`config.mk`:
```
export PLATFORM = sky130hd
export DESIGN_NAME = i2c_master_bit_sequencer_flat
export DESIGN_NICKNAME = d
export VERILOG_FILES = /design/src/rtl/core/i2cms_pkg.sv /design/src/rtl/core/i2cms_cmd_if.sv /design/src/rtl/core/i2cms_res_if.sv /design/src/rtl/core/i2cms_front.sv /design/src/rtl/core/i2cms_fifo.sv /design/src/rtl/core/i2cms_back.sv /design/src/rtl/core/i2c_master_bit_sequencer.sv /design/src/flat_wrapper.sv
export SDC_FILE = /design/constraint.sdc
export NUM_CORES = 1
export LEC_CHECK = 0
export BUFFER_PORTS_ARGS = -buffer_cell sky130_fd_sc_hd__buf_2
export CAP_MARGIN = 20
export CORE_MARGIN = 4
export CORE_UTILIZATION = 30
export DETAILED_ROUTE_END_ITERATION = 7
export SLEW_MARGIN = 15
export SYNTH_ARGS = -nofsm -noshare
export SYNTH_HDL_FRONTEND = slang
export SYNTH_HIERARCHICAL = 1
export SYNTH_SLANG_ARGS = --single-unit
```
`constraint.sdc`:
```
create_clock -name clk_i -period 2.8 [get_ports clk_i]
set_clock_uncertainty 0.2 [all_clocks]
set_input_delay 0.14 -clock clk_i [delete_from_list [all_inputs] [get_ports clk_i]]
set_output_delay 0.14 -clock clk_i [all_outputs]
set_load 0.02 [all_outputs]
```
`src/rtl/core/i2cms_pkg.sv`:
```
`timescale 1ns / 1ps
// ----------------------------------------------------------------------------
// I2C master bit sequencer package
// Shared command codes, request types and step-count constants.
// ----------------------------------------------------------------------------
package i2cms_pkg;

  localparam int unsigned StepW = 5;

  typedef enum logic [2:0] {
    OP_START = 3'd0,
    OP_STOP  = 3'd1,
    OP_WRITE = 3'd2,
    OP_READ  = 3'd3,
    OP_RACK  = 3'd4,
    OP_WACK  = 3'd5
  } op_e;

  typedef struct packed {
    op_e        op;
    logic [7:0] wdata;
    logic [7:0] sampled;
  } cmd_t;

  typedef struct packed {
    logic full;
    logic empty;
  } fifo_status_t;

  localparam logic [StepW-1:0] LastStart = 5'd3;
  localparam logic [StepW-1:0] LastStop  = 5'd2;
  localparam logic [StepW-1:0] LastWrite = 5'd24;
  localparam logic [StepW-1:0] LastRead  = 5'd16;
  localparam logic [StepW-1:0] LastAck   = 5'd2;

endpackage

```
`src/rtl/core/i2cms_cmd_if.sv`:
```
`timescale 1ns / 1ps
// ----------------------------------------------------------------------------
// I2C master command channel
// Valid/ready channel that carries one bus command per request.
// ----------------------------------------------------------------------------
interface i2cms_cmd_if;
  logic       valid;
  logic       ready;
  logic [2:0] operation;
  logic [7:0] write_data;
  logic [7:0] sda_sampled;

  modport source (output valid, operation, write_data, sda_sampled, input ready);
  modport sink (input valid, operation, write_data, sda_sampled, output ready);
endinterface

```
`src/rtl/core/i2cms_res_if.sv`:
```
`timescale 1ns / 1ps
// ----------------------------------------------------------------------------
// I2C master result channel
// Valid/ready channel that carries one line step per request.
// ----------------------------------------------------------------------------
interface i2cms_res_if;
  logic       valid;
  logic       ready;
  logic       scl_level;
  logic       sda_level;
  logic [7:0] read_byte;
  logic       ack_seen;
  logic       last_step;

  modport source (output valid, scl_level, sda_level, read_byte, ack_seen, last_step,
                  input ready);
  modport sink (input valid, scl_level, sda_level, read_byte, ack_seen, last_step,
                output ready);
endinterface

```
`src/rtl/core/i2cms_front.sv`:
```
`timescale 1ns / 1ps
// ----------------------------------------------------------------------------
// I2C master sequencer front end
// Accepts commands, drops unused operation codes and pushes the rest.
// ----------------------------------------------------------------------------
module i2cms_front
  import i2cms_pkg::*;
(
  i2cms_cmd_if.sink cmd_i,
  input  logic      full_i,
  output logic      push_o,
  output cmd_t      push_data_o
);

  logic op_ok;

  always_comb begin
    op_ok = cmd_i.operation inside {[OP_START:OP_WACK]};
  end

  assign cmd_i.ready          = ~full_i;
  assign push_o               = cmd_i.valid & ~full_i & op_ok;
  assign push_data_o.op       = op_e'(cmd_i.operation);
  assign push_data_o.wdata    = cmd_i.write_data;
  assign push_data_o.sampled  = cmd_i.sda_sampled;

endmodule

```
`src/rtl/core/i2cms_fifo.sv`:
```
`timescale 1ns / 1ps
// ----------------------------------------------------------------------------
// I2C master command queue
// Small register queue that decouples the front end from the sequencer.
// ----------------------------------------------------------------------------
module i2cms_fifo
  import i2cms_pkg::*;
#(
  parameter int unsigned Depth = 2
) (
  input  logic         clk_i,
  input  logic         rst_ni,
  input  logic         push_i,
  input  cmd_t         push_data_i,
  input  logic         pop_i,
  output cmd_t         pop_data_o,
  output fifo_status_t status_o
);

  localparam int unsigned PtrW = (Depth > 1) ? $clog2(Depth) : 1;
  localparam int unsigned CntW = $clog2(Depth + 1);
  localparam logic [PtrW-1:0] PtrMax = PtrW'(Depth - 1);
  localparam logic [CntW-1:0] CntFull = CntW'(Depth);

  cmd_t            mem_q [Depth];
  logic [PtrW-1:0] wr_ptr_q, wr_ptr_d;
  logic [PtrW-1:0] rd_ptr_q, rd_ptr_d;
  logic [CntW-1:0] count_q, count_d;
  logic            do_push, do_pop;

  assign status_o.full  = (count_q == CntFull);
  assign status_o.empty = (count_q == '0);
  assign do_push        = push_i & ~status_o.full;
  assign do_pop         = pop_i & ~status_o.empty;
  assign pop_data_o     = mem_q[rd_ptr_q];

  always_comb begin
    wr_ptr_d = wr_ptr_q;
    rd_ptr_d = rd_ptr_q;
    count_d  = count_q;
    if (do_push) begin
      wr_ptr_d = (wr_ptr_q == PtrMax) ? '0 : wr_ptr_q + 1'b1;
    end
    if (do_pop) begin
      rd_ptr_d = (rd_ptr_q == PtrMax) ? '0 : rd_ptr_q + 1'b1;
    end
    if (do_push && !do_pop) begin
      count_d = count_q + 1'b1;
    end else if (!do_push && do_pop) begin
      count_d = count_q - 1'b1;
    end
  end

  always_ff @(posedge clk_i or negedge rst_ni) begin
    if (!rst_ni) begin
      wr_ptr_q <= '0;
      rd_ptr_q <= '0;
      count_q  <= '0;
    end else begin
      wr_ptr_q <= wr_ptr_d;
      rd_ptr_q <= rd_ptr_d;
      count_q  <= count_d;
    end
  end

  always_ff @(posedge clk_i) begin
    if (do_push) begin
      mem_q[wr_ptr_q] <= push_data_i;
    end
  end

endmodule

```
`src/rtl/core/i2cms_back.sv`:
```
`timescale 1ns / 1ps
// ----------------------------------------------------------------------------
// I2C master sequencer back end
// Steps the bus lines of one command at a time into an output register and takes the next
// command as the last step goes out; steps wait while an unaccepted result is held.
module i2cms_back
  import i2cms_pkg::*;
(
  input  logic         clk_i,
  input  logic         rst_ni,
  input  fifo_status_t status_i,
  input  cmd_t         cmd_i,
  output logic         pop_o,
  i2cms_res_if.source  res_o
);

  logic             busy_q, busy_d;
  cmd_t             cmd_q, cmd_d;
  logic [StepW-1:0] step_q, step_d;
  logic [1:0]       phase_q, phase_d;
  logic [7:0]       shift_q, shift_d;
  logic             clock_q, clock_d;
  logic             data_q, data_d;
  logic             out_valid_q, out_valid_d;
  logic             out_scl_q, out_sda_q, out_ack_q, out_last_q;
  logic [7:0]       out_byte_q;
  logic             advance, is_last, is_scl, level;
  logic [StepW-1:0] last_idx;

  assign advance = busy_q & (~out_valid_q | res_o.ready);
  assign is_last = (step_q == last_idx);
  assign pop_o   = ~status_i.empty & (~busy_q | (advance & is_last));

  always_comb begin
    is_scl   = 1'b0;
    level    = 1'b1;
    last_idx = LastAck;
    case (cmd_q.op)
      OP_START: begin
        last_idx = LastStart;
        is_scl   = (step_q == 5'd1);
        level    = (step_q == 5'd0) | (step_q == 5'd1);
      end
      OP_STOP: begin
        last_idx = LastStop;
        is_scl   = (step_q == 5'd1);
        level    = (step_q != 5'd0);
      end
      OP_WRITE: begin
        last_idx = LastWrite;
        if (step_q == LastWrite) begin
          is_scl = 1'b1;
          level  = 1'b0;
        end else begin
          case (phase_q)
            2'd0: begin
              is_scl = 1'b1;
              level  = 1'b0;
            end
            2'd1: begin
              is_scl = 1'b0;
              level  = shift_q[7];
            end
            default: begin
              is_scl = 1'b1;
              level  = 1'b1;
            end
          endcase
        end
      end
      OP_READ: begin
        last_idx = LastRead;
        is_scl   = (step_q != 5'd0);
        level    = (step_q == 5'd0) | step_q[0];
      end
      OP_RACK: begin
        is_scl = (step_q != 5'd0);
        level  = (step_q != 5'd2);
      end
      OP_WACK: begin
        is_scl = (step_q != 5'd0);
        level  = (step_q == 5'd0) ? cmd_q.wdata[0] : (step_q == 5'd1);
      end
      default: begin
        is_scl = 1'b0;
        level  = data_q;
      end
    endcase
  end

  always_comb begin
    busy_d      = busy_q;
    cmd_d       = cmd_q;
    step_d      = step_q;
    phase_d     = phase_q;
    shift_d     = shift_q;
    clock_d     = clock_q;
    data_d      = data_q;
    out_valid_d = out_valid_q & ~res_o.ready;
    if (advance) begin
      out_valid_d = 1'b1;
      if (is_scl) begin
        clock_d = level;
      end else begin
        data_d = level;
      end
      step_d  = step_q + 1'b1;
      phase_d = (phase_q == 2'd2) ? 2'd0 : phase_q + 1'b1;
      if (cmd_q.op == OP_WRITE && phase_q == 2'd1) begin
        shift_d = {shift_q[6:0], 1'b0};
      end
      if (is_last) begin
        busy_d = 1'b0;
      end
    end
    if (pop_o) begin
      busy_d  = 1'b1;
      cmd_d   = cmd_i;
      step_d  = '0;
      phase_d = '0;
      shift_d = cmd_i.wdata;
    end
  end

  always_ff @(posedge clk_i or negedge rst_ni) begin
    if (!rst_ni) begin
      busy_q      <= 1'b0;
      clock_q     <= 1'b1;
      data_q      <= 1'b1;
      out_valid_q <= 1'b0;
    end else begin
      busy_q      <= busy_d;
      clock_q     <= clock_d;
      data_q      <= data_d;
      out_valid_q <= out_valid_d;
    end
  end

  always_ff @(posedge clk_i) begin
    cmd_q   <= cmd_d;
    step_q  <= step_d;
    phase_q <= phase_d;
    shift_q <= shift_d;
    if (advance) begin
      out_scl_q  <= clock_d;
      out_sda_q  <= data_d;
      out_last_q <= is_last;
      out_byte_q <= (cmd_q.op == OP_READ && is_last) ? cmd_q.sampled : 8'h00;
      out_ack_q  <= (cmd_q.op == OP_RACK) & is_last & cmd_q.sampled[7];
    end
  end

  assign res_o.valid     = out_valid_q;
  assign res_o.scl_level = out_scl_q;
  assign res_o.sda_level = out_sda_q;
  assign res_o.read_byte = out_byte_q;
  assign res_o.ack_seen  = out_ack_q;
  assign res_o.last_step = out_last_q;

endmodule

```
`src/rtl/core/i2c_master_bit_sequencer.sv`:
```
`timescale 1ns / 1ps
// ----------------------------------------------------------------------------
// I2C master bit sequencer
// Throughput: one line step per cycle from the sequencer while the result
// channel takes each step; a command has 3 to 25 steps (write byte 25).
// Reset returns both bus lines to released and empties the command queue.
// ----------------------------------------------------------------------------
module i2c_master_bit_sequencer
  import i2cms_pkg::*;
#(
  parameter int unsigned FifoDepth = 2
) (
  input  logic        clk_i,
  input  logic        rst_ni,
  i2cms_cmd_if.sink   cmd_i,
  i2cms_res_if.source res_o
);

  logic         push, pop;
  cmd_t         push_data, pop_data;
  fifo_status_t fifo_status;

  i2cms_front u_front (
    .cmd_i       (cmd_i),
    .full_i      (fifo_status.full),
    .push_o      (push),
    .push_data_o (push_data)
  );

  i2cms_fifo #(
    .Depth (FifoDepth)
  ) u_fifo (
    .clk_i       (clk_i),
    .rst_ni      (rst_ni),
    .push_i      (push),
    .push_data_i (push_data),
    .pop_i       (pop),
    .pop_data_o  (pop_data),
    .status_o    (fifo_status)
  );

  i2cms_back u_back (
    .clk_i    (clk_i),
    .rst_ni   (rst_ni),
    .status_i (fifo_status),
    .cmd_i    (pop_data),
    .pop_o    (pop),
    .res_o    (res_o)
  );

  assert property (@(posedge clk_i) disable iff (!rst_ni)
    !(fifo_status.full && fifo_status.empty))
    else $error("Command queue reports full and empty at once.");

  assert property (@(posedge clk_i) disable iff (!rst_ni)
    push |-> !fifo_status.full)
    else $error("Command pushed into a full queue.");

  assert property (@(posedge clk_i) disable iff (!rst_ni)
    res_o.valid && (res_o.read_byte != 8'h00 || res_o.ack_seen) |-> res_o.last_step)
    else $error("Read data shown on a step that is not the last one.");

  assert property (@(posedge clk_i) disable iff (!rst_ni)
    pop |-> !fifo_status.empty)
    else $error("Command popped from an empty queue.");

endmodule
```
`src/flat_wrapper.sv`:
```
// flat-port wrapper written by rule: the top's interface ports become plain ports
module i2c_master_bit_sequencer_flat import i2cms_pkg::*;
#(
  parameter int unsigned FifoDepth = 2
)
  (clk_i, rst_ni, cmd_i_valid, cmd_i_operation, cmd_i_write_data, cmd_i_sda_sampled, cmd_i_ready, res_o_valid, res_o_scl_level, res_o_sda_level, res_o_read_byte, res_o_ack_seen, res_o_last_step, res_o_ready);
  i2cms_cmd_if cmd_i_i ();
  i2cms_res_if res_o_i ();
  input  logic clk_i;
  input  logic rst_ni;
  input wire logic [$bits(cmd_i_i.valid)-1:0] cmd_i_valid;
  input wire logic [$bits(cmd_i_i.operation)-1:0] cmd_i_operation;
  input wire logic [$bits(cmd_i_i.write_data)-1:0] cmd_i_write_data;
  input wire logic [$bits(cmd_i_i.sda_sampled)-1:0] cmd_i_sda_sampled;
  output wire logic [$bits(cmd_i_i.ready)-1:0] cmd_i_ready;
  output wire logic [$bits(res_o_i.valid)-1:0] res_o_valid;
  output wire logic [$bits(res_o_i.scl_level)-1:0] res_o_scl_level;
  output wire logic [$bits(res_o_i.sda_level)-1:0] res_o_sda_level;
  output wire logic [$bits(res_o_i.read_byte)-1:0] res_o_read_byte;
  output wire logic [$bits(res_o_i.ack_seen)-1:0] res_o_ack_seen;
  output wire logic [$bits(res_o_i.last_step)-1:0] res_o_last_step;
  input wire logic [$bits(res_o_i.ready)-1:0] res_o_ready;
  assign cmd_i_i.valid = cmd_i_valid;
  assign cmd_i_i.operation = cmd_i_operation;
  assign cmd_i_i.write_data = cmd_i_write_data;
  assign cmd_i_i.sda_sampled = cmd_i_sda_sampled;
  assign cmd_i_ready = cmd_i_i.ready;
  assign res_o_valid = res_o_i.valid;
  assign res_o_scl_level = res_o_i.scl_level;
  assign res_o_sda_level = res_o_i.sda_level;
  assign res_o_read_byte = res_o_i.read_byte;
  assign res_o_ack_seen = res_o_i.ack_seen;
  assign res_o_last_step = res_o_i.last_step;
  assign res_o_i.ready = res_o_ready;
  i2c_master_bit_sequencer #(.FifoDepth(FifoDepth)) u_core (.clk_i(clk_i), .rst_ni(rst_ni), .cmd_i(cmd_i_i), .res_o(res_o_i));
endmodule
```
==> impl_metrics.yaml <==
run_status:
  status: "finished, final reports clean"
timing:
  relSlewSlack_pct: 57.73
  period_minus_slack_ns: 2.523
  tns_ns: 0
  hold_violations: 0
  max_freq_mhz: 396.3
  setup_viol: 0
  rsz0062_at_grt: "false"
  fin_ws_ns: 0.2768
  slew_violations: 0
  timing.final.crit_share_pct: 90.11
  tightest_slew_ns: 0.6341
worst_setup_path:
  end_kind: "register"
  required_ns: 2.67
  worstPathArrival_ns: 2.40
  start_kind: "register"
  cp_max_fo: 14
  crit_type: "register to register"
yosys:
  synth_cells: 250
  async_reset_ff_share_pct: 9.412
  synth.avg_cell_area_um2: 14.84
  synth_flop_cell: "edfxtp_1"
  ys_seq_area_share_pct: 65.88
  post_synth_instance_area_um2: 3711
  netlist-cell-type-count: 52
  synth_edf_count: 70
  synth_nets: 278
  yosysWarningCount: 6
  ys_seq_elements: 85
power_and_ir_drop:
  ir_worst_vdd_v: 0.0003859
  sw_frac_of_total_pct: 29.03
  intPower_mw: 2.824
  p_comb_share_pct: 22.5
  power_density_nw_per_um2: 889.4
  power_leakage_nw: 1.636
  pwr-share-clk_pct: 29.8
  pwr-share-seq_pct: 47.8
  p_switching_mw: 1.155
  finalPower_mw: 3.979
place:
  portBuffers: 36
  dp.cells: 435
  gp_congestion: 0.7513
  dp_hpwl_mm: 4.315
  pre_cts_ws_ns: 0.2820
clock_tree:
  cts-resized-gates: 0
  clk_pin_slew_ns: 0.06
  cts_setup_buffers: 0
  tritoncts: "built"
  cts_buffers: 9
  clockBufferDepth: 2
  cts-htree-levels: 3
  cts_hold_buf: 21
  insertion_delay_ns: 0.33
  cts.sinks: 85
  clk_root_buffer_cell: "clkbuf_16"
final_layout:
  instances_no_fill: 472
  ff_latch_area_um2: 2445
  syn2layout_area_growth_pct: 20.57
  final_common_cell: "edfxtp_1"
  fillers: 1136
  drive_gt1_share_pct: 24.34
  antennaDiodeCount: 0
  multiInputGateArea_um2: 1033
  layout_common_cells: "edfxtp_1, buf_2, dlygate4sd3_1"
  nets: 327
global_routing:
  gr-total-overflow: 0
  grt_use_total_pct: 9.334
  grt_max_degree: 16
  grt_pass1_vias: 2075
  antenna_found_initial: 0
  grt_pass1_wl_mm: 10.44
route:
  via_count: 2028
  wl_per_cell_um: 13.23
  remaining_drc_errors: 0
  first_iter_violations: 99
  vias_per_cell: 4.297
  first_pass_iters: 5
  antenna_left: 0
  finalWirelength_mm: 6.244
floorplanning:
  die_area_um2: 14210
  start_util_pct: 30.77
  die_h_um: 119.2
  core_um2: 12060
  fp.dieW_um: 119.2
  placementRows: 40
  pin_count: 37
job:
  drv_cap: 0
hold_path:
  hold_path_class: "input pin to async pin"
[per-layer routing]
metal | GRT usage, % | routed length [um] | up-vias
li1 | - | - | 1003
met1 | 11.71 | 2812 | 959
met2 | 15.01 | 2991 | 56
met3 | 2.707 | 338 | 10
met4 | 3.983 | 102 | 0
met5 | 0 | 0 | -
[power groups by stage]
stage | Combinational (mW) | Clock, mW | Sequential (mW)
3_5_place_dp | 0.882 | 0 | 1.93
2_1_floorplan | 0.751 | 0 | 1.84
6_report | 0.894 | 1.18 | 1.90
5_1_grt | 0.999 | 1.28 | 1.94
4_1_cts | 0.911 | 1.21 | 1.91
3_3_place_gp | 0.869 | 0 | 1.93
[metrics by stage]
step | hold slack (ns) | utilization (%) | instance area [um^2]
global placement | -0.2061 | 32.85 | 3963
floorplan | -0.3556 | - | 3711
CTS | 0.006694 | 37.10 | 4474
detailed placement | -0.1954 | 32.85 | 3963
finish | 0.004036 | 37.10 | 4474
global route | 0.02674 | 37.10 | 4474
[sequential cells by signal (all words and copies together), names as in the netlist]
name and flops:
u_core/u_fifo/mem_q 38, u_core/u_back/cmd_q 12, u_core/u_back/res_o.read_byte 8, u_core/u_back/shift_q 8
u_core/u_back/step_q 5, u_core/u_back/phase_q 2, u_core/u_fifo/count_q 2, u_core/u_back/busy_q 1
u_core/u_back/clock_q 1, u_core/u_back/data_q 1, u_core/u_back/res_o.ack_seen 1, u_core/u_back/res_o.last_step 1
u_core/u_back/res_o.scl_level 1, u_core/u_back/res_o.sda_level 1, u_core/u_back/res_o.valid 1, u_core/u_fifo/rd_ptr_q 1
u_core/u_fifo/wr_ptr_q 1
[Yosys cell counts, types with 2 or more instances]
| cell | number | area, um^2 |
|---|---|---|
| xor2_1 | 5 | 43.79 |
| buf_4 | 22 | 165.2 |
| a31oi_1 | 2 | 12.51 |
| nor3b_1 | 2 | 15.01 |
| dfrtp_1 | 6 | 150.1 |
| dfxtp_1 | 7 | 140.1 |
| nor3_1 | 5 | 25.02 |
| a21oi_1 | 4 | 20.02 |
| ha_1 | 5 | 62.56 |
| dfstp_2 | 2 | 52.55 |
| buf_6 | 2 | 22.52 |
| mux2_1 | 19 | 214.0 |
| nand2_1 | 11 | 41.29 |
| mux2_2 | 7 | 78.83 |
| nor2_1 | 14 | 52.55 |
| and3_1 | 2 | 12.51 |
| and2_1 | 9 | 56.30 |
| buf_2 | 3 | 15.01 |
| o21ai_1 | 3 | 15.01 |
| nor2b_1 | 2 | 12.51 |
| nor4_1 | 2 | 12.51 |
| xnor2_1 | 5 | 43.79 |
| edfxtp_1 | 70 | 2102 |
| o31ai_1 | 3 | 22.52 |
| nand4_1 | 2 | 12.51 |
| nand2b_1 | 5 | 31.28 |
| inv_1 | 6 | 22.52 |
[final timing paths]
kind                       slack [ns]  cells after the start                     from                  endpoint
setup / recovery                 0.28                      6  u_core/u_back/cmd_q[17]  u_core/u_back/shift_q[7]
hold / removal                  0.004                      2                   rst_ni    u_core/u_fifo/rd_ptr_q
setup reg to reg                 0.28                      6  u_core/u_back/cmd_q[17]  u_core/u_back/shift_q[7]
hold reg to reg                  0.30                      1   u_core/u_fifo/wr_ptr_q    u_core/u_fifo/wr_ptr_q
max in group asynchronous        2.15                      2                   rst_ni      u_core/u_back/data_q
min in group clk_i               0.10                      4              cmd_i_valid    u_core/u_fifo/wr_ptr_q
[kinds of logic after synthesis]
group | Yosys count | synth area share [%]
AOI/OAI and AO/OA | 24 | 5.395
xor gates and xnor gates | 10 | 2.360
adders and majority gates | 5 | 1.686
buffers and inverters | 35 | 6.271
DFF | 85 | 65.88
muxes | 27 | 8.159
and+or+nand+nor | 64 | 10.25
[layout make-up]
cell class	count	area share (%)
clock inverters	4	1.230
repair buffers	66	10.23
well taps	168	4.698
flip-flops and latches	85	54.64
clock buffers	12	5.509
multi-input cells	130	23.10
inverters	7	0.5872
[worst max-delay path, stage by stage (launching register included)]
cell and delay, ns:
edfxtp_1 0.53, or3_1 0.48, o32ai_2 0.16, a31oi_4 0.10, o22ai_4 0.19, buf_4 0.25, mux2_2 0.36
(Power assumes the default switching activity.)
